### src/msk_pkg.sv
// Shared types and constants for the max stack.
// Used by msk_ctrl, msk_dp and max_stack; no other dependencies.
`timescale 1ns / 1ps

package msk_pkg;

	localparam int DEPTH_DEF = 256;
	localparam int VAL_W     = 32;

	// operation codes
	localparam logic [2:0] OP_PUSH     = 3'd0;
	localparam logic [2:0] OP_POP      = 3'd1;
	localparam logic [2:0] OP_TOP      = 3'd2;
	localparam logic [2:0] OP_PEEK_MAX = 3'd3;
	localparam logic [2:0] OP_POP_MAX  = 3'd4;

	// status codes
	localparam logic [1:0] ST_OK    = 2'd0;
	localparam logic [1:0] ST_EMPTY = 2'd1;
	localparam logic [1:0] ST_FULL  = 2'd2;

	typedef struct packed {
		logic [2:0]              op;
		logic signed [VAL_W-1:0] push_value;
	} req_t;

	typedef struct packed {
		logic signed [VAL_W-1:0] result_value;
		logic [1:0]              status;
	} rsp_t;

	typedef enum logic [3:0] {
		S_IDLE,
		S_EXEC,
		S_TOP_WAIT,
		S_SCAN,
		S_SCAN_DRAIN,
		S_MAX_DONE,
		S_TRIM,
		S_TRIM_CHK,
		S_FINISH
	} state_t;

	// controller -> datapath
	typedef struct packed {
		logic       latch;     // capture incoming item
		logic       push;      // write new live entry, bump occupancy
		logic       rd_top;    // read slot at occupancy-1
		logic       scan_clr;  // restart max scan
		logic       scan_rd;   // read slot at scan index, advance
		logic       kill_best; // mark scan winner dead in place
		logic       occ_dec;   // drop top slot
		logic       trim_rd;   // read slot at occupancy-1 for trimming
		logic       res_rd;    // result <= read data, status ok
		logic       res_best;  // result <= scan winner, status ok
		logic       res_zero;  // result <= zero, status from st
		logic [1:0] st;
		logic       emit;      // load output register
	} dp_cmd_t;

	// datapath -> controller
	typedef struct packed {
		logic [2:0] op;
		logic       empty;
		logic       full;
		logic       scan_last;
		logic       best_top;
		logic       rd_live;
		logic       out_free;
	} dp_sts_t;

endpackage

### src/msk_ctrl.sv
// Sequencer of the max stack: one item at a time through decode, read, scan, trim.
// Depends on msk_pkg; drives msk_dp through dp_cmd_t.
`timescale 1ns / 1ps

module msk_ctrl (
	input  logic             clk,
	input  logic             arst_n,
	input  logic             req_valid,
	output logic             req_stall,
	input  msk_pkg::dp_sts_t sts,
	output msk_pkg::dp_cmd_t cmd
);
	import msk_pkg::*;

	state_t state_q, state_nx;

	always_ff @(posedge clk or negedge arst_n) begin
		if (!arst_n)
			state_q <= S_IDLE;
		else
			state_q <= state_nx;
	end

	always_comb begin
		state_nx = state_q;
		unique case (state_q)
			S_IDLE: begin
				if (req_valid)
					state_nx = S_EXEC;
			end
			S_EXEC: begin
				unique case (sts.op)
					OP_POP, OP_TOP: state_nx = sts.empty ? S_FINISH : S_TOP_WAIT;
					OP_PEEK_MAX, OP_POP_MAX: state_nx = sts.empty ? S_FINISH : S_SCAN;
					default: state_nx = S_FINISH;
				endcase
			end
			S_TOP_WAIT: state_nx = (sts.op == OP_POP) ? S_TRIM : S_FINISH;
			S_SCAN: begin
				if (sts.scan_last)
					state_nx = S_SCAN_DRAIN;
			end
			S_SCAN_DRAIN: state_nx = S_MAX_DONE;
			S_MAX_DONE: begin
				if (sts.op == OP_POP_MAX && sts.best_top)
					state_nx = S_TRIM;
				else
					state_nx = S_FINISH;
			end
			S_TRIM: state_nx = sts.empty ? S_FINISH : S_TRIM_CHK;
			S_TRIM_CHK: state_nx = sts.rd_live ? S_FINISH : S_TRIM;
			S_FINISH: begin
				if (sts.out_free)
					state_nx = S_IDLE;
			end
			default: state_nx = S_IDLE;
		endcase
	end

	always_comb begin
		cmd       = '0;
		req_stall = 1'b1;
		unique case (state_q)
			S_IDLE: begin
				req_stall = 1'b0;
				cmd.latch = req_valid;
			end
			S_EXEC: begin
				unique case (sts.op)
					OP_PUSH: begin
						cmd.res_zero = 1'b1;
						if (sts.full)
							cmd.st = ST_FULL;
						else begin
							cmd.st   = ST_OK;
							cmd.push = 1'b1;
						end
					end
					OP_POP, OP_TOP: begin
						if (sts.empty) begin
							cmd.res_zero = 1'b1;
							cmd.st       = ST_EMPTY;
						end else
							cmd.rd_top = 1'b1;
					end
					OP_PEEK_MAX, OP_POP_MAX: begin
						if (sts.empty) begin
							cmd.res_zero = 1'b1;
							cmd.st       = ST_EMPTY;
						end else
							cmd.scan_clr = 1'b1;
					end
					default: begin
						cmd.res_zero = 1'b1;
						cmd.st       = ST_OK;
					end
				endcase
			end
			S_TOP_WAIT: begin
				cmd.res_rd  = 1'b1;
				cmd.occ_dec = (sts.op == OP_POP);
			end
			S_SCAN: cmd.scan_rd = 1'b1;
			S_SCAN_DRAIN: ;
			S_MAX_DONE: begin
				cmd.res_best = 1'b1;
				if (sts.op == OP_POP_MAX) begin
					// top winner is simply dropped; a deeper one is marked dead
					cmd.occ_dec   = sts.best_top;
					cmd.kill_best = !sts.best_top;
				end
			end
			S_TRIM: cmd.trim_rd = !sts.empty;
			S_TRIM_CHK: cmd.occ_dec = !sts.rd_live;
			S_FINISH: cmd.emit = sts.out_free;
			default: ;
		endcase
	end

	a_stall_idle: assert property (@(posedge clk) disable iff (!arst_n)
		(req_valid && !req_stall) |=> state_q == S_EXEC)
		else $error("accepted item not decoded");
	a_scan_ends: assert property (@(posedge clk) disable iff (!arst_n)
		(state_q == S_SCAN_DRAIN) |=> state_q == S_MAX_DONE)
		else $error("scan drain sequence broken");
	a_emit_once: assert property (@(posedge clk) disable iff (!arst_n)
		cmd.emit |=> !cmd.emit)
		else $error("result emitted twice");

endmodule
### config.mk
export PLATFORM = sky130hd
export DESIGN_NAME = msk_ctrl
export DESIGN_NICKNAME = d
export VERILOG_FILES = /design/src/msk_pkg.sv /design/src/msk_ctrl.sv
export SDC_FILE = /design/constraint.sdc
export NUM_CORES = 1
export LEC_CHECK = 0
export ABC_AREA = 1
export BUFFER_PORTS_ARGS = -buffer_cell sky130_fd_sc_hd__buf_2
export CORE_AREA = 2 2 39 41
export CTS_BUF_LIST = sky130_fd_sc_hd__clkbuf_8
export DETAILED_ROUTE_END_ITERATION = 12
export DIE_AREA = 0 0 41 43
export GPL_TIMING_DRIVEN = 1
export PLACE_DENSITY = 0.71
export SLEW_MARGIN = 20
export SYNTH_ARGS = -nofsm -noshare
export SYNTH_HDL_FRONTEND = slang
export SYNTH_SLANG_ARGS = --single-unit
### constraint.sdc
create_clock -name clk -period 1.14 [get_ports clk]
set_input_delay 0.228 -clock clk [delete_from_list [all_inputs] [get_ports clk]]
set_output_delay 0.228 -clock clk [all_outputs]
set_load 0.02 [all_outputs]
==> run metrics, run 1 <==
Syn Inst Count=91; critical path launch point type=register; Worst-path clk slew=0.04 ns; Worst setup EP type=output pin; Peak VDD IR=0.0009926 V; Biggest register=state_q; gr ovfl total=0; Fin Clk Skew=0.001456 ns; top-area cell type share of the netlist area=20.30%; RSZ-0062 raised after global routing=true; clock share of power=between 10% and 20%; Switching Power=961.0 uW; post-route cell area=1186 um2; max reg flops=4; worst slack at placement=-0.2738 ns; die height=43 um; layout cells sized above 1=66.89%; remaining antenna violation count=0; minimum clock period=1.589 ns; Initial Util=35.62%; die area=between 1500 and 2000 um2; setup violators final=19; Flop pwr share=13.7%; CTS tree=built; Synth Flop Type=dfrtp_1; Wirelength per Cell=approximately 17 um; synthesized area=493.0 um2; IO buf count=26; setup slack, reg-to-reg=-0.27 ns; Syn. warnings=0; I/O Pins=27; Lkg Pwr=0.6404 nW; pwr/cell area=~1700 nW/um2; CTS root buf=clkbuf_8; most common cell in the netlist=inv_1; CTS Buf Count=3; Fin. Hold Viols=0; Largest regs=state_q (4); sequential area share after synthesis=20.30%; Required @ worst endpoint=between 0.9 and 1 ns; Distinct cells, synth=15; Global Route Usage Sum=32.96%; Hold Crit Class=input pin to asynchronous set/reset pin; met1 GRT Util=32.24%; first-pass GRT wire length=3857 um; Die Width=41 um; critical path arrival=1.36 ns; CTS Sinks=4; Comb power frac=69.8%; Core ar.=roughly 1400 um2; Sw Ratio=48.04%; critical path class=register to output pin; DRT iter0 DRCs=37; Slew @ Worst Pin=0.3445 ns; H-tree depth=1; Internal=1.039 mW; antenna cell count=0; post-synth top area cell=dfrtp_1; Fmax=629.4 MHz; number of global-route vias before repair=roughly 900; status=complete, but fails checks; top cells by area, synth=dfrtp_1 (20%), inv_1 (15%), nand2_1 (14%); CTS Buffer Depth=2; final-layout fill cell count=84; final setup margin=-0.4488 ns; RD Place Congestion=between 0.8 and 0.9; nets=165; largest net degree at the start of global routing=6; cell area after placement=909.6 um2; Reg2Reg Launch Point=state_q[0]$_DFFE_PN0P_; ys async rst share=100.0%; Rel. slew slack=76.95%; DPL Wire Length=about 1500 um; initial antenna violation count=0; Post-synth EDFFs=0; drt total wl=2832 um; drt pass-1 iters=4; met2 GRT Util=56.25%; syn nets=103; Area growth syn-to-layout=140.6%; Max FO, Critical Path=5; GR peak layer=met2; Rows=14; Vias/cell=5.377; Avg Cell Area, Syn=5.417 um2; failing checks=negative setup slack; Max Cap Viol=0; Yosys reg bits=4; DR DRC count=0; fin crit share=139.4%; FF-to-FF path depth=8; M3 GR Usage=6.283%; most frequent cells after synthesis=inv_1 (20), nand2_1 (19), nor2_1 (17); r2r endpoint=state_q[0]$_DFFE_PN0P_; vias after detailed routing=898; Slew Viols, Final=0; later-pin clock latency in the skew report=0.23 ns
-- worst max-delay path by stage --
stage	startpoint	to	slack, ns
after CTS	state_q[0]$_DFFE_PN0P_	cmd[11]	-0.41
after global placement	state_q[0]$_DFFE_PN0P_	cmd[1]	-0.24
after detailed placement	state_q[1]$_DFFE_PN0P_	cmd[1]	-0.27
final	state_q[1]$_DFFE_PN0P_	cmd[11]	-0.45
after global routing	state_q[1]$_DFFE_PN0P_	cmd[7]	-0.51
after floorplan	state_q[2]$_DFFE_PN0P_	cmd[1]	-0.20
-- stage by stage --
stage | hold slack [ns] | total power [mW] | setup TNS, ns | std cells | utilization, %
after global routing | 0.3733 | 2.100 | -7.477 | 167 | 85.71
after detailed placement | 0.04188 | 1.248 | -2.756 | 157 | 65.73
after CTS | 0.3408 | 1.872 | -5.892 | 167 | 83.27
final | 0.3439 | 2.000 | -6.558 | 167 | 85.71
after global placement | 0.03627 | 1.225 | -2.165 | 157 | 65.73
after floorplan | -0.06759 | 0.8261 | -1.046 | 91 | -
-- power groups by stage --
stage	combinational [mW]	clock (mW)	sequential, mW
finish	1.40	0.330	0.275
floorplan	0.569	0	0.257
global placement	0.974	0	0.251
detailed placement	0.994	0	0.253
global route	1.48	0.337	0.278
CTS	1.30	0.315	0.258
-- per-layer routing --
layer | vias up | wire length (um)
li1 | 404 | -
met1 | 414 | 976
met2 | 59 | 1520
met5 | - | 0
met4 | 0 | 176
met3 | 21 | 158
-- critical path, stage by stage (launching register included) --
cell and delay, ns:
dfrtp_2 0.45, nor2_4 0.18, nand2_4 0.11, nor2_4 0.11, and3_4 0.18, buf_6 0.11
-- layout by cell type (no fill, tap or decap) --
cell / n
nand3b_1: 2
nor2_1: 8
nand2_2: 4
nor4_4: 3
and3_4: 1
buf_2: 11
buf_4: 32
inv_4: 1
nand2_4: 2
inv_2: 9
nor3_4: 1
nand2_1: 15
nand3_4: 1
buf_6: 13
inv_1: 13
dfrtp_2: 4
nor4_2: 1
a21oi_1: 1
clkbuf_8: 3
nor2_4: 10
nand3_1: 8
nand3_2: 2
dlygate4sd3_1: 1
nand4_1: 2
nor2_2: 3
-- final cells by class --
type | count | area, um2 | share of cell area [%]
inverter | 23 | 88.84 | 7.489
multi-input combinational | 64 | 479.2 | 40.40
tap | 16 | 20.02 | 1.688
sequential | 4 | 105.1 | 8.861
timing repair buffer | 57 | 451.7 | 38.08
clock buffer | 3 | 41.29 | 3.481
-- kinds of logic after synthesis --
kind of cell,synth area share (%)
AO/OA/AOI/OAI,1.014
flip-flops,20.31
AND/OR/NAND/NOR,61.16
buffers and inverters,17.51
-- what timing repair did --
action | CTS | global route
resized for setup | 47 | 11
buffers inserted | 6 | 1
hold endpoints to repair | 4 | 0
endpoints found under the setup margin | 19 | 19
gates cloned | 0 | 0
pin swaps | 9 | 11
hold buffers | 1 | 0
Note: power is estimated with default switching activity, not from simulation.
==> run 2, diff against run 1 <==
--- a/config.mk
+++ b/config.mk
@@ -7,10 +7,10 @@
 export LEC_CHECK = 0
 export ABC_AREA = 1
 export BUFFER_PORTS_ARGS = -buffer_cell sky130_fd_sc_hd__buf_2
-export CORE_AREA = 2 2 39 41
+export CORE_AREA = 8 8 45 47
 export CTS_BUF_LIST = sky130_fd_sc_hd__clkbuf_8
 export DETAILED_ROUTE_END_ITERATION = 12
-export DIE_AREA = 0 0 41 43
+export DIE_AREA = 0 0 53 55
 export GPL_TIMING_DRIVEN = 1
 export PLACE_DENSITY = 0.71
 export SLEW_MARGIN = 20
==> constraint.sdc (replaced) <==
create_clock -name clk -period 1.4 [get_ports clk]
set_input_delay 0.28 -clock clk [delete_from_list [all_inputs] [get_ports clk]]
set_output_delay 0.28 -clock clk [all_outputs]
set_load 0.02 [all_outputs]
==> run 2 against run 1 <==
Compared with the run above: the flow still finishes with violations (negative setup slack); combinational power down 14%; routed wire length up 0.42%; final cell count increased by 3.6%; largest power group unchanged; clock power is 24% lower; die area increased by 65%; count of clock-buffer cells in the layout stayed put; via count down 2.0%.
==> run metrics, run 2 (same netlist as run 1, synthesis figures left out) <==
CTS root buf=clkbuf_8; Slew @ Worst Pin=0.2923 ns; Required @ worst endpoint=1.12 ns; max reg flops=4; Fin Clk Skew=0.008535 ns; largest net degree at the start of global routing=6; H-tree depth=1; failing checks=negative setup slack; DPL Wire Length=roughly 1600 um; Worst setup EP type=output pin; Switching Power=789.1 uW; Comb power frac=71.4%; Max Cap Viol=0; nets=171; remaining antenna violation count=0; worst slack at placement=-0.07216 ns; Largest regs=state_q (4); setup violators final=17; I/O Pins=27; IO buf count=26; final setup margin=-0.2638 ns; vias after detailed routing=880; commonest non-fill, non-tap cell in the layout=buf_4; Vias/cell=5.087; Die Width=53 um; DRT iter0 DRCs=24; CTS Sinks=4; Biggest register=state_q; Core ar.=1384 um2; status=complete, but fails checks; Peak VDD IR=0.0009951 V; Global Route Usage Sum=approximately 18%; die area=2915 um2; minimum clock period=1.664 ns; DR DRC count=0; Fmax=approximately 600 MHz; RD Place Congestion=approximately 0.82; number of global-route vias before repair=960; Slew Viols, Final=0; CTS Buffer Depth=2; RSZ-0062 raised after global routing=true; Lkg Pwr=0.6844 nW; Area growth syn-to-layout=149.0%; Internal=895.2 uW; Flop pwr share=13.6%; Rows=14; post-route setup TNS=-3.181 ns; Final Core Density=88.70%; critical path arrival=1.38 ns; Sw Ratio=about 47%; Max FO, Critical Path=4; Wirelength per Cell=16.44 um; die height=around 55 um; pwr/cell area=1372 nW/um2; first-pass GRT wire length=3912 um; CTS Buf Count=3; critical path launch point type=register; CTS tree=built; Fin. Hold Viols=0; Rel. slew slack=80.44%; antenna cell count=0; commonest cells after routing, fill and taps aside=buf_4 (34), buf_6 (17), nand2_1 (16); Worst-path clk slew=0.04 ns; gr ovfl total=0; clock share of power=15.0%; hold slack final=0.4117 ns; drt total wl=2844 um; critical path class=register to output pin; setup slack, reg-to-reg=-0.25 ns; fin crit share=118.8%; later-pin clock latency in the skew report=0.22 ns; Initial Util=35.62%; layout cells sized above 1=between 60% and 70%; Hold Crit Class=input pin to asynchronous set/reset pin; drt pass-1 iters=4; initial antenna violation count=0
## run 2: changes by cell type in the layout (fill, tap and decap cells not counted), sizes merged
cell  before  now
buf       56   62
## run 2: final timing paths
| check | startpoint | end | cells past startpoint |
|---|---|---|---|
| max | state_q[3]$_DFFE_PN0P_ | cmd[7] | 5 |
| min | arst_n | state_q[0]$_DFFE_PN0P_ | 2 |
| max reg2reg | state_q[1]$_DFFE_PN0P_ | state_q[2]$_DFFE_PN0P_ | 12 |
| min reg2reg | state_q[3]$_DFFE_PN0P_ | state_q[2]$_DFFE_PN0P_ | 4 |
| max in group asynchronous | arst_n | state_q[2]$_DFFE_PN0P_ | 2 |
| min in group clk | sts[1] | state_q[3]$_DFFE_PN0P_ | 5 |
## run 2: area by class of cell
cell class / instances / area [um2]
Tap cell: 16 / 20.02
Inverter: 23 / 88.84
Fill cell: 74 / 156.4
Sequential cell: 4 / 105.1
Multi-Input combinational cell: 64 / 460.4
Timing Repair Buffer: 63 / 511.7
Clock buffer: 3 / 41.29
## run 2: worst max-delay path: stages (launching register included)
cell      delay, ns
dfrtp_2        0.45
nor2_4         0.20
nand2_4        0.10
nor2_4         0.13
nand3b_1       0.15
buf_6          0.13
## run 2: metrics by stage
step / area, um2 / total power [mW] / std cells
2_1_floorplan: 529.3 / 0.6039 / 91
3_3_place_gp: 844.6 / 0.8890 / 155
3_5_place_dp: 844.6 / 0.9080 / 155
4_1_cts: 1077 / 1.331 / 168
5_1_grt: 1227 / 1.775 / 173
6_report: 1227 / 1.684 / 173
## run 2: power groups by stage
stage               clock network [mW]  registers (mW)  logic, mW
floorplan                            0           0.198      0.406
global placement                     0           0.194      0.695
detailed placement                   0           0.198      0.710
CTS                              0.248           0.213      0.870
global route                     0.261           0.235       1.28
finish                           0.252           0.229       1.20
## run 2: layer usage
layer	vias up	track usage (%)	routed length [um]
li1	410	-	-
met1	407	17.38	1059
met2	49	32.23	1464
met3	14	5.348	197
met4	0	9.914	123
met5	-	0	0
## run 2: timing repair
action | 4_1_cts | 5_1_grt
hold endpoints to repair | 4 | 0
pin swaps | 9 | 10
setup buffers | 9 | 6
setup endpoints to repair | 15 | 19
resized for setup | 39 | 30
hold buffers | 1 | 0
==> run 3, diff against run 2 <==
--- a/config.mk
+++ b/config.mk
@@ -12,7 +12,7 @@
 export DETAILED_ROUTE_END_ITERATION = 12
 export DIE_AREA = 0 0 53 55
 export GPL_TIMING_DRIVEN = 1
-export PLACE_DENSITY = 0.71
+export PLACE_DENSITY = 0.68
 export SLEW_MARGIN = 20
 export SYNTH_ARGS = -nofsm -noshare
 export SYNTH_HDL_FRONTEND = slang
==> constraint.sdc (replaced) <==
create_clock -name clk -period 1.64 [get_ports clk]
set_input_delay 0.328 -clock clk [delete_from_list [all_inputs] [get_ports clk]]
set_output_delay 0.328 -clock clk [all_outputs]
set_load 0.02 [all_outputs]
==> run 3 against run 2 <==
Compared with the run above: the flow still finishes with violations (negative setup slack); first-iteration DRC count is 38% lower; final area down 28%; non-clock buffer count shrank 28; clock power fell by 18%; utilization is 25 points lower; critical path depth unchanged; critical endpoint is now cmd[12].
==> run metrics, run 3 (same netlist as run 1, synthesis figures left out) <==
Required @ worst endpoint=1.31 ns; critical path arrival=1.35 ns; post-route setup TNS=-0.1093 ns; I/O Pins=27; Hold Crit Class=input pin to asynchronous set/reset pin; first-pass GRT wire length=2877 um; IO buf count=26; critical-path cell list=inv_2 > nor2_4 > nand2_4 > nor4_2 > buf_4; critical path buffer and inverter count=2; status=complete, but fails checks; pwr/cell area=1150 nW/um2; Worst-path clk slew=0.03 ns; Slew Viols, Final=0; commonest non-fill, non-tap cell in the layout=inv_1; slowest stage cell, crit path=dfrtp_2; Die Width=53 um; number of global-route vias before repair=just over 700; setup slack, reg-to-reg=between 0.1 and 0.15 ns; Largest regs=state_q (4); remaining antenna violation count=0; Post-Layout Cell Count=145; Max FO, Critical Path=5; RD Place Congestion=0.8317; Rows=14; Largest stage delay, worst path=around 0.41 ns; Fmax=595.0 MHz; Max Cap Viol=0; Vias/cell=4.966; DRT iter0 DRCs=15; vias after detailed routing=720; Fin Clk Skew=0.0001309 ns; Biggest register=state_q; r2r endpoint=state_q[1]$_DFFE_PN0P_; CTS Buffer Depth=2; drt pass-1 iters=5; Global Route Usage Sum=12.88%; Design Power=1.016 mW; Fin. Hold Viols=0; hold slack final=around 0.44 ns; critical path class=register to output pin; CTS root buf=clkbuf_8; Worst setup EP type=output pin; CTS tree=built; DPL Wire Length=1262 um; failing checks=negative setup slack; setup violators final=5; Initial Util=35.62%; layout cells sized above 1=46.51%; fin crit share=102.5%; die height=55 um; RSZ-0062 raised after global routing=true; minimum clock period=between 1.5 and 2 ns; Slew @ Worst Pin=approximately 0.35 ns; H-tree depth=1; gr ovfl total=0; Area growth syn-to-layout=79.19%; DR DRC count=0; antenna cell count=0; max reg flops=4; Wirelength per Cell=12.45 um; Rel. slew slack=roughly three quarters; final setup margin=-0.04067 ns; Core ar.=1384 um2; final-layout fill cell count=136; Reg2Reg Launch Point=state_q[3]$_DFFE_PN0P_; CTS Sinks=4; die area=2915 um2; critical path launch point type=register; later-pin clock latency in the skew report=between 0.2 and 0.25 ns; Lkg Pwr=about 0.52 nW; FF-to-FF path depth=9; drt total wl=1805 um; Peak VDD IR=between 0.0005 and 0.0006 V; delay-heaviest family, CP=simple AND/OR/NAND/NOR gates; nets=143; commonest cells after routing, fill and taps aside=inv_1 (19), nand2_1 (18), buf_2 (17); Final Core Density=63.83%; initial antenna violation count=0; Cells after DPL=135; largest net degree at the start of global routing=7; CTS Buf Count=3
==> run 3: cell count changes in the layout (fill, tap and decap cells not counted), sizes merged <==
cell  change
buf      -28
==> run 3: worst max-delay path by stage <==
stage	end	start	cells past startpoint	slack [ns]
3_5_place_dp	cmd[3]	sts[7]	9	0.12
6_report	cmd[12]	state_q[0]$_DFFE_PN0P_	5	-0.04
4_1_cts	cmd[1]	state_q[3]$_DFFE_PN0P_	4	-0.02
5_1_grt	cmd[12]	state_q[0]$_DFFE_PN0P_	5	-0.09
2_1_floorplan	cmd[0]	state_q[1]$_DFFE_PN0P_	3	0.02
3_3_place_gp	cmd[1]	state_q[0]$_DFFE_PN0P_	5	0.13
==> run 3: area by class of cell <==
type	count	area, um2	share of cell area, %
clock buffer	3	41.29	4.674
inverter	23	86.33	9.773
multi-input combinational	64	396.6	44.90
sequential	4	105.1	11.90
tap	16	20.02	2.266
timing repair buffer	35	234.0	26.49
==> run 3: metrics by stage <==
| stage | area, um2 | setup slack (ns) |
|---|---|---|
| after floorplan | 511.7 | 0.02160 |
| after global placement | 676.9 | 0.1272 |
| after detailed placement | 676.9 | 0.1177 |
| after CTS | 825.8 | -0.01639 |
| after global routing | 883.3 | -0.09480 |
| final | 883.3 | -0.04067 |
==> run 3: report_power, final <==
part	switching, mW	total (mW)	leakage, nW	internal [mW]
logic	0.378	0.609	0.456	0.230
registers	0.0627	0.199	0.0471	0.136
clock network	0.0511	0.207	0.0216	0.156
total	0.492	1.02	0.525	0.523
==> run 3: per-layer routing <==
layer  global-route usage [%]  vias to the layer above  wire length [um]
met5                        0                        -                 0
met4                    8.621                        0                69
met3                    4.278                        6               160
met2                    21.88                       39               857
met1                    13.32                      319               718
li1                         -                      356                 -
==> run 3: repair_timing <==
item | CTS | global route
endpoints found under the setup margin | 8 | 11
hold endpoints to repair | 4 | 0
buffers inserted | 5 | 1
gates resized for setup | 20 | 12
pin swaps | 7 | 7
hold buffers | 1 | 0
